**src/rtl/core/message_control_code_parser_assert.svh**
```systemverilog
// ----------------------------------------------------------------------------
// Assertion macros for the message control code parser
// Concurrent checks with a clock and an active-low reset.
// ----------------------------------------------------------------------------
`ifndef MESSAGE_CONTROL_CODE_PARSER_ASSERT_SVH
`define MESSAGE_CONTROL_CODE_PARSER_ASSERT_SVH

// Same-cycle implication.
`define MCCP_ASSERT_IMP(lbl, clk, rst_n, ante, cons, msg) \
  lbl: assert property (@(posedge clk) disable iff (!(rst_n)) (ante) |-> (cons)) \
    else $error(msg);

// Next-cycle implication.
`define MCCP_ASSERT_NXT(lbl, clk, rst_n, ante, cons, msg) \
  lbl: assert property (@(posedge clk) disable iff (!(rst_n)) (ante) |=> (cons)) \
    else $error(msg);

`endif

```
**src/rtl/core/msgcc_pkg.sv**
```systemverilog
// ----------------------------------------------------------------------------
// msgcc_pkg
// Types, character codes and output sequence table of the message parser.
// ----------------------------------------------------------------------------
package msgcc_pkg;

  typedef enum logic [1:0] {
    MODE_TEXT,
    MODE_HEX1,
    MODE_HEX2,
    MODE_SKIP
  } mode_e;

  typedef enum logic [1:0] {
    CMD_CHAR,
    CMD_START,
    CMD_CLEAR,
    CMD_ATTR
  } cmd_kind_e;

  typedef logic [4:0] step_t;

  typedef struct packed {
    cmd_kind_e   kind;
    logic [7:0]  char_val;
    logic [9:0]  value;
  } cmd_t;

  typedef struct packed {
    mode_e mode;
    logic  stopped;
  } front_stat_t;

  typedef struct packed {
    logic  busy;
    step_t step;
  } back_stat_t;

  // Character codes
  localparam logic [7:0] CH_ETX   = 8'h03;
  localparam logic [7:0] CH_BEL   = 8'h07;
  localparam logic [7:0] CH_LF    = 8'h0A;
  localparam logic [7:0] CH_FF    = 8'h0C;
  localparam logic [7:0] CH_CR    = 8'h0D;
  localparam logic [7:0] CH_SI    = 8'd15;
  localparam logic [7:0] CH_CAN   = 8'd24;
  localparam logic [7:0] CH_SUB   = 8'd26;
  localparam logic [7:0] CH_ESC   = 8'h1B;
  localparam logic [7:0] CH_SPACE = 8'd32;
  localparam logic [7:0] CH_ZERO  = 8'h30;

  // Steps of the shared output sequence: setup runs the whole table,
  // clear/home runs its tail, an attribute runs the color code section.
  localparam step_t STEP_START_FIRST = 5'd0;
  localparam step_t STEP_ATTR_FIRST  = 5'd11;
  localparam step_t STEP_HUND        = 5'd13;
  localparam step_t STEP_TENS        = 5'd14;
  localparam step_t STEP_ONES        = 5'd15;
  localparam step_t STEP_ATTR_LAST   = 5'd15;
  localparam step_t STEP_CLEAR_FIRST = 5'd22;
  localparam step_t STEP_SEQ_LAST    = 5'd28;

  localparam logic [10:0] START_ATTR = 11'd7;
  localparam logic [9:0]  DEC_MAX    = 10'd999;

  function automatic logic [7:0] seq_byte(step_t step);
    logic [7:0] b;
    unique case (step)
      5'd0:    b = CH_ESC;
      5'd1:    b = 8'h65;   // e
      5'd2:    b = CH_ESC;
      5'd3:    b = 8'h25;   // %
      5'd4:    b = 8'h40;   // @
      5'd5:    b = CH_ESC;
      5'd6:    b = 8'h29;   // )
      5'd7:    b = 8'h30;   // 0
      5'd8:    b = CH_ESC;
      5'd9:    b = 8'h28;   // (
      5'd10:   b = 8'h42;   // B
      5'd11:   b = CH_ETX;
      5'd12:   b = 8'h23;   // #
      5'd16:   b = CH_ESC;
      5'd17:   b = 8'h5B;   // [
      5'd18:   b = 8'h3F;   // ?
      5'd19:   b = 8'h32;   // 2
      5'd20:   b = 8'h35;   // 5
      5'd21:   b = 8'h6C;   // l
      5'd22:   b = CH_ESC;
      5'd23:   b = 8'h5B;   // [
      5'd24:   b = 8'h32;   // 2
      5'd25:   b = 8'h4A;   // J
      5'd26:   b = CH_ESC;
      5'd27:   b = 8'h5B;   // [
      5'd28:   b = 8'h48;   // H
      default: b = 8'h00;   // digit steps are filled in by the sequencer
    endcase
    return b;
  endfunction

  function automatic logic [3:0] hex_value(logic [7:0] c);
    logic [3:0] v;
    if (c >= 8'h30 && c <= 8'h39) begin
      v = 4'(c - 8'h30);
    end else if (c >= 8'h61 && c <= 8'h66) begin
      v = 4'(c - 8'h57);
    end else if (c >= 8'h41 && c <= 8'h46) begin
      v = 4'(c - 8'h37);
    end else begin
      v = 4'd0;
    end
    return v;
  endfunction

  function automatic logic [9:0] sat_dec(logic [10:0] v);
    logic [9:0] r;
    if (v > {1'b0, DEC_MAX}) begin
      r = DEC_MAX;
    end else begin
      r = v[9:0];
    end
    return r;
  endfunction

endpackage

```
**src/rtl/core/msgcc_in_if.sv**
```systemverilog
// ----------------------------------------------------------------------------
// msgcc_in_if
// Request channel into the parser: valid/ready with type and message byte.
// ----------------------------------------------------------------------------
interface msgcc_in_if;
  logic       valid;
  logic       ready;
  logic       req_type;
  logic [7:0] char_in;

  modport source (output valid, output req_type, output char_in, input ready);
  modport sink   (input valid, input req_type, input char_in, output ready);
endinterface

```
**src/rtl/core/msgcc_out_if.sv**
```systemverilog
// ----------------------------------------------------------------------------
// msgcc_out_if
// Console byte channel out of the parser: valid/ready with byte and last.
// ----------------------------------------------------------------------------
interface msgcc_out_if;
  logic       valid;
  logic       ready;
  logic [7:0] char_out;
  logic       last;

  modport source (output valid, output char_out, output last, input ready);
  modport sink   (input valid, input char_out, input last, output ready);
endinterface

```
**src/rtl/core/msgcc_front.sv**
```systemverilog
// ----------------------------------------------------------------------------
// msgcc_front
// Accepts requests, tracks the parse mode and turns bytes into commands.
// ----------------------------------------------------------------------------
module msgcc_front (
  input  logic                 clk_i,
  input  logic                 rst_ni,
  msgcc_in_if.sink             in_if,
  input  logic [9:0]           base_i,
  input  logic                 q_full_i,
  output logic                 push_o,
  output msgcc_pkg::cmd_t      cmd_o,
  output msgcc_pkg::front_stat_t stat_o
);
  import msgcc_pkg::*;

  mode_e      mode_q, mode_d;
  logic [3:0] hi_q, hi_d;
  logic       stop_q, stop_d;
  logic       accept;
  logic [7:0] c;
  logic [3:0] lo;

  assign in_if.ready = !q_full_i;
  assign accept      = in_if.valid && in_if.ready;
  assign c           = in_if.char_in;
  assign lo          = hex_value(c);

  always_comb begin
    mode_d         = mode_q;
    hi_d           = hi_q;
    stop_d         = stop_q;
    push_o         = 1'b0;
    cmd_o.kind     = CMD_CHAR;
    cmd_o.char_val = c;
    cmd_o.value    = '0;
    if (accept) begin
      if (!in_if.req_type) begin
        mode_d      = MODE_TEXT;
        hi_d        = 4'd0;
        stop_d      = 1'b0;
        push_o      = 1'b1;
        cmd_o.kind  = CMD_START;
        cmd_o.value = sat_dec({1'b0, base_i} + START_ATTR);
      end else if (!stop_q) begin
        unique case (mode_q)
          MODE_HEX1: begin
            hi_d   = lo;
            mode_d = MODE_HEX2;
          end
          MODE_HEX2: begin
            push_o      = 1'b1;
            cmd_o.kind  = CMD_ATTR;
            cmd_o.value = sat_dec({3'b0, hi_q, lo} + {1'b0, base_i});
            mode_d      = MODE_TEXT;
          end
          MODE_SKIP: begin
            if (c == CH_LF) begin
              mode_d = MODE_TEXT;
            end
          end
          default: begin
            mode_d = MODE_TEXT;
            if (c == CH_FF) begin
              push_o     = 1'b1;
              cmd_o.kind = CMD_CLEAR;
            end else if (c == CH_SI) begin
              mode_d = MODE_HEX1;
            end else if (c == CH_CAN) begin
              mode_d = MODE_SKIP;
            end else if (c == CH_SUB) begin
              stop_d = 1'b1;
            end else if (c == CH_BEL || c == CH_LF || c == CH_CR || c >= CH_SPACE) begin
              push_o = 1'b1;
            end
          end
        endcase
      end
    end
  end

  always_ff @(posedge clk_i or negedge rst_ni) begin
    if (!rst_ni) begin
      mode_q <= MODE_TEXT;
      hi_q   <= 4'd0;
      stop_q <= 1'b0;
    end else begin
      mode_q <= mode_d;
      hi_q   <= hi_d;
      stop_q <= stop_d;
    end
  end

  assign stat_o.mode    = mode_q;
  assign stat_o.stopped = stop_q;

endmodule

```
**src/rtl/core/msgcc_queue.sv**
```systemverilog
// ----------------------------------------------------------------------------
// msgcc_queue
// Short command queue between the parser front and the output sequencer.
// ----------------------------------------------------------------------------
module msgcc_queue #(
  parameter int unsigned Depth = 2
) (
  input  logic            clk_i,
  input  logic            rst_ni,
  input  logic            push_i,
  input  msgcc_pkg::cmd_t cmd_i,
  output logic            full_o,
  input  logic            pop_i,
  output logic            empty_o,
  output msgcc_pkg::cmd_t cmd_o
);
  import msgcc_pkg::*;

  localparam int unsigned PtrW = (Depth > 1) ? $clog2(Depth) : 1;
  localparam int unsigned CntW = $clog2(Depth + 1);
  localparam logic [PtrW-1:0] PtrLast = PtrW'(Depth - 1);
  localparam logic [CntW-1:0] CntFull = CntW'(Depth);

  cmd_t            entry_q [Depth];
  logic [PtrW-1:0] wr_q, rd_q;
  logic [CntW-1:0] cnt_q;
  logic            do_push, do_pop;

  assign full_o  = (cnt_q == CntFull);
  assign empty_o = (cnt_q == '0);
  assign do_push = push_i && !full_o;
  assign do_pop  = pop_i && !empty_o;
  assign cmd_o   = entry_q[rd_q];

  always_ff @(posedge clk_i) begin
    if (do_push) begin
      entry_q[wr_q] <= cmd_i;
    end
  end

  always_ff @(posedge clk_i or negedge rst_ni) begin
    if (!rst_ni) begin
      wr_q  <= '0;
      rd_q  <= '0;
      cnt_q <= '0;
    end else begin
      if (do_push) begin
        wr_q <= (wr_q == PtrLast) ? '0 : wr_q + 1'b1;
      end
      if (do_pop) begin
        rd_q <= (rd_q == PtrLast) ? '0 : rd_q + 1'b1;
      end
      if (do_push && !do_pop) begin
        cnt_q <= cnt_q + 1'b1;
      end else if (do_pop && !do_push) begin
        cnt_q <= cnt_q - 1'b1;
      end
    end
  end

endmodule

```
**src/rtl/core/msgcc_back.sv**
```systemverilog
// ----------------------------------------------------------------------------
// msgcc_back
// Output sequencer: expands commands into console bytes, one per ready cycle.
// ----------------------------------------------------------------------------
module msgcc_back (
  input  logic                  clk_i,
  input  logic                  rst_ni,
  input  logic                  empty_i,
  input  msgcc_pkg::cmd_t       head_i,
  output logic                  pop_o,
  msgcc_out_if.source           out_if,
  output msgcc_pkg::back_stat_t stat_o
);
  import msgcc_pkg::*;

  logic       busy_q, busy_d;
  step_t      step_q, step_d;
  step_t      end_q, end_d;
  logic [9:0] val_q;
  logic [3:0] hund_q;
  logic [6:0] rem_q;
  logic [3:0] tens_q;
  logic       ovld_q, ovld_d;
  logic [7:0] ochar_q, ochar_d;
  logic       olast_q, olast_d;

  logic        advance;
  logic [20:0] hund_prod;
  logic [9:0]  hund_sub;
  logic [9:0]  rem_full;
  logic [14:0] tens_prod;
  logic [3:0]  tens_cur;
  logic [6:0]  ones_full;
  logic [7:0]  step_byte;

  // Digits: value/100 by reciprocal, then remainder/10 by reciprocal.
  assign hund_prod = {11'b0, val_q} * 21'd1311;
  assign hund_sub  = {6'b0, hund_q} * 10'd100;
  assign rem_full  = val_q - hund_sub;
  assign tens_prod = {8'b0, rem_q} * 15'd205;
  assign tens_cur  = tens_prod[14:11];
  assign ones_full = rem_q - 7'({3'b0, tens_q} * 7'd10);

  always_comb begin
    case (step_q)
      STEP_HUND: step_byte = CH_ZERO + {4'b0, hund_q};
      STEP_TENS: step_byte = CH_ZERO + {4'b0, tens_cur};
      STEP_ONES: step_byte = CH_ZERO + {4'b0, ones_full[3:0]};
      default:   step_byte = seq_byte(step_q);
    endcase
  end

  assign advance = !ovld_q || out_if.ready;
  assign pop_o   = advance && !busy_q && !empty_i;

  always_comb begin
    busy_d  = busy_q;
    step_d  = step_q;
    end_d   = end_q;
    ovld_d  = ovld_q;
    ochar_d = ochar_q;
    olast_d = olast_q;
    if (advance) begin
      ovld_d = 1'b0;
      if (busy_q) begin
        ovld_d  = 1'b1;
        ochar_d = step_byte;
        olast_d = (step_q == end_q);
        step_d  = step_q + 1'b1;
        busy_d  = (step_q != end_q);
      end else if (pop_o) begin
        ovld_d  = 1'b1;
        olast_d = 1'b0;
        busy_d  = 1'b1;
        unique case (head_i.kind)
          CMD_CHAR: begin
            ochar_d = head_i.char_val;
            olast_d = 1'b1;
            busy_d  = 1'b0;
          end
          CMD_START: begin
            ochar_d = seq_byte(STEP_START_FIRST);
            step_d  = STEP_START_FIRST + 1'b1;
            end_d   = STEP_SEQ_LAST;
          end
          CMD_CLEAR: begin
            ochar_d = seq_byte(STEP_CLEAR_FIRST);
            step_d  = STEP_CLEAR_FIRST + 1'b1;
            end_d   = STEP_SEQ_LAST;
          end
          CMD_ATTR: begin
            ochar_d = seq_byte(STEP_ATTR_FIRST);
            step_d  = STEP_ATTR_FIRST + 1'b1;
            end_d   = STEP_ATTR_LAST;
          end
          default: begin
            ovld_d = 1'b0;
            busy_d = 1'b0;
          end
        endcase
      end
    end
  end

  // Digit pipeline settles within the bytes that precede the digits.
  always_ff @(posedge clk_i) begin
    if (pop_o) begin
      val_q <= head_i.value;
    end
    hund_q  <= hund_prod[20:17];
    rem_q   <= rem_full[6:0];
    tens_q  <= tens_cur;
    ochar_q <= ochar_d;
    olast_q <= olast_d;
  end

  always_ff @(posedge clk_i or negedge rst_ni) begin
    if (!rst_ni) begin
      busy_q <= 1'b0;
      step_q <= '0;
      end_q  <= '0;
      ovld_q <= 1'b0;
    end else begin
      busy_q <= busy_d;
      step_q <= step_d;
      end_q  <= end_d;
      ovld_q <= ovld_d;
    end
  end

  assign out_if.valid    = ovld_q;
  assign out_if.char_out = ochar_q;
  assign out_if.last     = olast_q;
  assign stat_o.busy     = busy_q;
  assign stat_o.step     = step_q;

endmodule

```
**src/rtl/core/message_control_code_parser.sv**
```systemverilog
// A request is held in the command queue, then in the output byte register.
// Throughput: one request per cycle while each yields at most one byte and
// the console is ready; expansions stream one byte per cycle while it is
// ready (setup 29, clear 7, attribute 5); the next command follows directly.
// Reset: asynchronous, clears parser mode, stop flag, queue, sequencer and
// the color base to zero; no clearing pass.
// ----------------------------------------------------------------------------
// message_control_code_parser
// Message text to console byte translator with setup, clear and color codes.
// ----------------------------------------------------------------------------
`include "message_control_code_parser_assert.svh"

module message_control_code_parser #(
  parameter int unsigned QueueDepth = 2
) (
  input  logic       clk_i,
  input  logic       rst_ni,
  msgcc_in_if.sink   in_if,
  msgcc_out_if.source out_if,
  input  logic       cfg_we_i,
  input  logic [9:0] cfg_wdata_i
);
  import msgcc_pkg::*;

  logic [9:0]  base_q;
  logic        q_push, q_full, q_pop, q_empty;
  cmd_t        q_in, q_head;
  front_stat_t fr_stat;
  back_stat_t  bk_stat;
  logic        start_acc;

  always_ff @(posedge clk_i or negedge rst_ni) begin
    if (!rst_ni) begin
      base_q <= '0;
    end else if (cfg_we_i) begin
      base_q <= cfg_wdata_i;
    end
  end

  msgcc_front u_front (
    .clk_i    (clk_i),
    .rst_ni   (rst_ni),
    .in_if    (in_if),
    .base_i   (base_q),
    .q_full_i (q_full),
    .push_o   (q_push),
    .cmd_o    (q_in),
    .stat_o   (fr_stat)
  );

  msgcc_queue #(
    .Depth (QueueDepth)
  ) u_queue (
    .clk_i   (clk_i),
    .rst_ni  (rst_ni),
    .push_i  (q_push),
    .cmd_i   (q_in),
    .full_o  (q_full),
    .pop_i   (q_pop),
    .empty_o (q_empty),
    .cmd_o   (q_head)
  );

  msgcc_back u_back (
    .clk_i   (clk_i),
    .rst_ni  (rst_ni),
    .empty_i (q_empty),
    .head_i  (q_head),
    .pop_o   (q_pop),
    .out_if  (out_if),
    .stat_o  (bk_stat)
  );

  assign start_acc = in_if.valid && in_if.ready && !in_if.req_type;

  `MCCP_ASSERT_IMP(a_start_pushes, clk_i, rst_ni, start_acc, q_push && !q_full, "start request not queued")
  `MCCP_ASSERT_IMP(a_stopped_drops, clk_i, rst_ni, fr_stat.stopped && in_if.valid && in_if.ready && in_if.req_type, !q_push, "data queued while stopped")
  `MCCP_ASSERT_NXT(a_stop_holds, clk_i, rst_ni, fr_stat.stopped && !start_acc, fr_stat.stopped, "stop cleared without start")
  `MCCP_ASSERT_IMP(a_step_range, clk_i, rst_ni, bk_stat.busy, bk_stat.step >= 5'd1 && bk_stat.step <= STEP_SEQ_LAST, "sequencer step out of range")

endmodule
```
**src/flat_wrapper.sv**
```systemverilog
// flat-port wrapper written by rule: the top's interface ports become plain ports
module message_control_code_parser_flat import msgcc_pkg::*;
#(
  parameter int unsigned QueueDepth = 2
)
  (clk_i, rst_ni, cfg_we_i, cfg_wdata_i, in_if_valid, in_if_req_type, in_if_char_in, in_if_ready, out_if_valid, out_if_char_out, out_if_last, out_if_ready);
  msgcc_in_if in_if_i ();
  msgcc_out_if out_if_i ();
  input  logic clk_i;
  input  logic rst_ni;
  input  logic cfg_we_i;
  input  logic [9:0] cfg_wdata_i;
  input wire logic [$bits(in_if_i.valid)-1:0] in_if_valid;
  input wire logic [$bits(in_if_i.req_type)-1:0] in_if_req_type;
  input wire logic [$bits(in_if_i.char_in)-1:0] in_if_char_in;
  output wire logic [$bits(in_if_i.ready)-1:0] in_if_ready;
  output wire logic [$bits(out_if_i.valid)-1:0] out_if_valid;
  output wire logic [$bits(out_if_i.char_out)-1:0] out_if_char_out;
  output wire logic [$bits(out_if_i.last)-1:0] out_if_last;
  input wire logic [$bits(out_if_i.ready)-1:0] out_if_ready;
  assign in_if_i.valid = in_if_valid;
  assign in_if_i.req_type = in_if_req_type;
  assign in_if_i.char_in = in_if_char_in;
  assign in_if_ready = in_if_i.ready;
  assign out_if_valid = out_if_i.valid;
  assign out_if_char_out = out_if_i.char_out;
  assign out_if_last = out_if_i.last;
  assign out_if_i.ready = out_if_ready;
  message_control_code_parser #(.QueueDepth(QueueDepth)) u_core (.clk_i(clk_i), .rst_ni(rst_ni), .in_if(in_if_i), .out_if(out_if_i), .cfg_we_i(cfg_we_i), .cfg_wdata_i(cfg_wdata_i));
endmodule
```
**config.mk**
```make
export PLATFORM = sky130hd
export DESIGN_NAME = message_control_code_parser_flat
export DESIGN_NICKNAME = d
export VERILOG_FILES = /design/src/rtl/core/msgcc_pkg.sv /design/src/rtl/core/msgcc_in_if.sv /design/src/rtl/core/msgcc_out_if.sv /design/src/rtl/core/msgcc_front.sv /design/src/rtl/core/msgcc_queue.sv /design/src/rtl/core/msgcc_back.sv /design/src/rtl/core/message_control_code_parser.sv /design/src/flat_wrapper.sv
export VERILOG_INCLUDE_DIRS = /design/src /design/src/rtl/core
export SDC_FILE = /design/constraint.sdc
export NUM_CORES = 1
export LEC_CHECK = 0
export BUFFER_PORTS_ARGS = -buffer_cell sky130_fd_sc_hd__buf_2
export CAP_MARGIN = 10
export CORE_MARGIN = 1.5
export CORE_UTILIZATION = 55
export DETAILED_ROUTE_END_ITERATION = 10
export PLACE_DENSITY = 0.72
export SLEW_MARGIN = 0
export SYNTH_ARGS = -nofsm -noshare
export SYNTH_HDL_FRONTEND = slang
export SYNTH_HIERARCHICAL = 1
export SYNTH_SLANG_ARGS = --single-unit
```
**constraint.sdc**
```tcl
create_clock -name clk_i -period 8.8 [get_ports clk_i]
set_clock_uncertainty 0.05 [all_clocks]
set_input_delay 0.88 -clock clk_i [delete_from_list [all_inputs] [get_ports clk_i]]
set_output_delay 0.88 -clock clk_i [all_outputs]
set_load 0.03 [all_outputs]
```
==> impl_metrics.env <==
export IMPL_final_cells=1054
export IMPL_final_hold_viol_count=0
export IMPL_dpl_cell_count=1038
export IMPL_die_w_um=129
export IMPL_run_status="finished, final reports clean"
export IMPL_cp_startpoint="u_core/u_back/val_q[8]"
export IMPL_hold_buffers=0
export IMPL_diodes=0
export IMPL_firstDrtPassIters=8
export IMPL_grt_pass1_wl_um=29600
export IMPL_setup_viol=0
export IMPL_cts_sinks=104
export IMPL_ys_warn_count=6
export IMPL_num_rows=45
export IMPL_clk_latency_ns=0.36
export IMPL_max_slew_margin_pct=40.1
export IMPL_die_y_um=129
export IMPL_place_congestion=0.885
export IMPL_die_area_um2=16600
export IMPL_regToRegSetupSlack_ns=3.95
export IMPL_syn_inst=817
export IMPL_grt_ovfl_total=0
export IMPL_numPortBuffers=34
export IMPL_maxCapViolCount=0
export IMPL_clock_root_buffer="clkbuf_16"
export IMPL_numCtsBuffers=9
export IMPL_grt_pass1_vias=6118
export IMPL_fin_crit_sh_pct=55.1
export IMPL_rsz0062_at_grt="false"
export IMPL_antenna_found_initial=0
export IMPL_fin_setup_tns_ns=0
export IMPL_vias_per_cell=5.82
export IMPL_syn_nets=1016
export IMPL_initial_core_util_pct=56.8
export IMPL_regToRegEndpoint="u_core/u_back/hund_q[3]"
export IMPL_criticalPathCategory="flop to flop"
export IMPL_first_iter_violations=395
export IMPL_fillers=1270
export IMPL_final_nets=1037
export IMPL_worst_path_max_fanout=7
export IMPL_wire_per_inst_um=17.0
export IMPL_crit_arrival_ns=5.07
export IMPL_start_kind="flop"
export IMPL_cts_resized=0
export IMPL_via_count=6135
export IMPL_area_delta_synth_final_pct=6.37
export IMPL_grt_start_max_net_pins=32
export IMPL_syn_mean_instance_area_um2=10.7
export IMPL_clk_pin_slew_worst_paths_ns=0.07
export IMPL_ant_nets=0
export IMPL_hold_path_class="flop to flop"
export IMPL_grt_use_total_pct=22.6
export IMPL_syn_area_um2=8700
export IMPL_wirelength_um=17900
export IMPL_dp_hpwl_um=13900
export IMPL_drive_above_1_share_pct=10.1
export IMPL_worstMarginPinSlew_ns=0.899
export IMPL_fmax_ghz=0.206
export IMPL_register_area_um2=2830
export IMPL_core_area_um2=15300
export IMPL_critical_path_endpoint="u_core/u_back/hund_q[3]"
export IMPL_reg2regPathDepth=15
export IMPL_end_kind="flop"
export IMPL_cts_tree="done"
export IMPL_critPathRequiredTime_ns=9.02
export IMPL_period_needed_ns=4.85
export IMPL_slew_viol_final=0
export IMPL_num_io_pins=35
export IMPL_drc=0
export IMPL_multi_input_area_um2=5330
export IMPL_fin_hold_ws_ns=0.458
export IMPL_post_cts_setup_buffer_count=0
export IMPL_timing_rr_start="u_core/u_back/val_q[8]"
export IMPL_clockBufferDepth=2
export IMPL_htreeDepth=3
-- per-stage QoR --
step,area [µm²],util (%),setup WS [ns]
detailed placement,8980,58.6,3.95
CTS,9260,60.4,3.94
floorplan,8700,-,4.27
global placement,8980,58.6,4.13
global route,9260,60.4,3.74
finish,9260,60.4,3.95
-- how the worst min path moves through the flow --
stage | from | endpoint | slack (ns) | cells after the start
6_report | u_core/u_queue/wr_q | u_core/u_queue/wr_q | 0.46 | 1
5_1_grt | u_core/u_back/end_q[3] | u_core/u_back/end_q[3] | 0.47 | 1
4_1_cts | u_core/u_queue/wr_q | u_core/u_queue/wr_q | 0.45 | 1
3_5_place_dp | u_core/u_queue/wr_q | u_core/u_queue/wr_q | 0.44 | 1
3_3_place_gp | u_core/u_back/end_q[3] | u_core/u_back/end_q[3] | 0.43 | 1
2_1_floorplan | u_core/u_back/end_q[3] | u_core/u_back/end_q[3] | 0.41 | 1
-- critical path: stages (launching register included) --
cell	delay, ns
edfxtp_1	0.53
fa_1	0.62
xor2_1	0.28
ha_1	0.31
fa_1	0.53
inv_1	0.05
fa_1	0.52
inv_1	0.05
fa_1	0.47
ha_1	0.24
a21oi_1	0.20
o21ai_0	0.14
a31oi_1	0.17
o21ai_0	0.11
or2_4	0.28
o311ai_2	0.20
-- layout make-up --
| type | count | area share, % |
|---|---|---|
| clock buffer | 10 | 2.47 |
| clock inverter | 6 | 0.541 |
| inverter | 100 | 4.05 |
| multi-input combinational | 587 | 57.5 |
| sequential | 104 | 30.5 |
| tap | 211 | 2.85 |
| timing repair buffer | 36 | 2.00 |
-- cells in the final DEF (no fill, tap or decap), types with 8 or more instances in the layout --
cell type and count:
clkbuf_16 9, nand2_1 48, a22o_1 8, mux2_4 10
o21ai_0 27, ha_1 141, xor2_1 13, o22ai_1 8
mux2_1 19, nor2_1 29, nand3_1 10, inv_1 98
a221oi_1 8, dfrtp_1 31, xnor2_1 21, edfxtp_1 59
fa_1 34, a211oi_1 8, dfxtp_1 14, and3_1 8
a21o_1 11, buf_2 34, nor3_1 19, a21oi_1 45
-- state kept, by name (all words and copies together) (netlist names) --
name / flops
u_core/u_queue/wr_q: 1
u_core/u_back/val_q: 10
u_core/u_back/busy_q: 1
u_core/u_back/out_if.char_out: 8
u_core/u_back/hund_q: 4
u_core/u_back/end_q: 3
u_core/u_front/hi_q: 4
u_core/base_q: 10
u_core/u_queue/entry_q: 40
u_core/u_back/step_q: 5
u_core/u_queue/cnt_q: 2
u_core/u_back/rem_q: 7
u_core/u_front/mode_q: 2
u_core/u_back/out_if.last: 1
u_core/u_front/stop_q: 1
u_core/u_queue/rd_q: 1
u_core/u_back/tens_q: 3
u_core/u_back/out_if.valid: 1
-- routing by layer --
| layer | track usage (%) | up-vias | share of wire [%] |
|---|---|---|---|
| met4 | 6.68 | 0 | 1.3 |
| li1 | - | 2973 | - |
| met3 | 2.62 | 17 | 3.8 |
| met5 | 0 | - | 0 |
| met1 | 29.5 | 2982 | 45 |
| met2 | 39.7 | 163 | 50 |
Power is left out: the tool's default activity adds up to more than one toggle a clock period on the data nets, which glitch-free logic cannot reach.
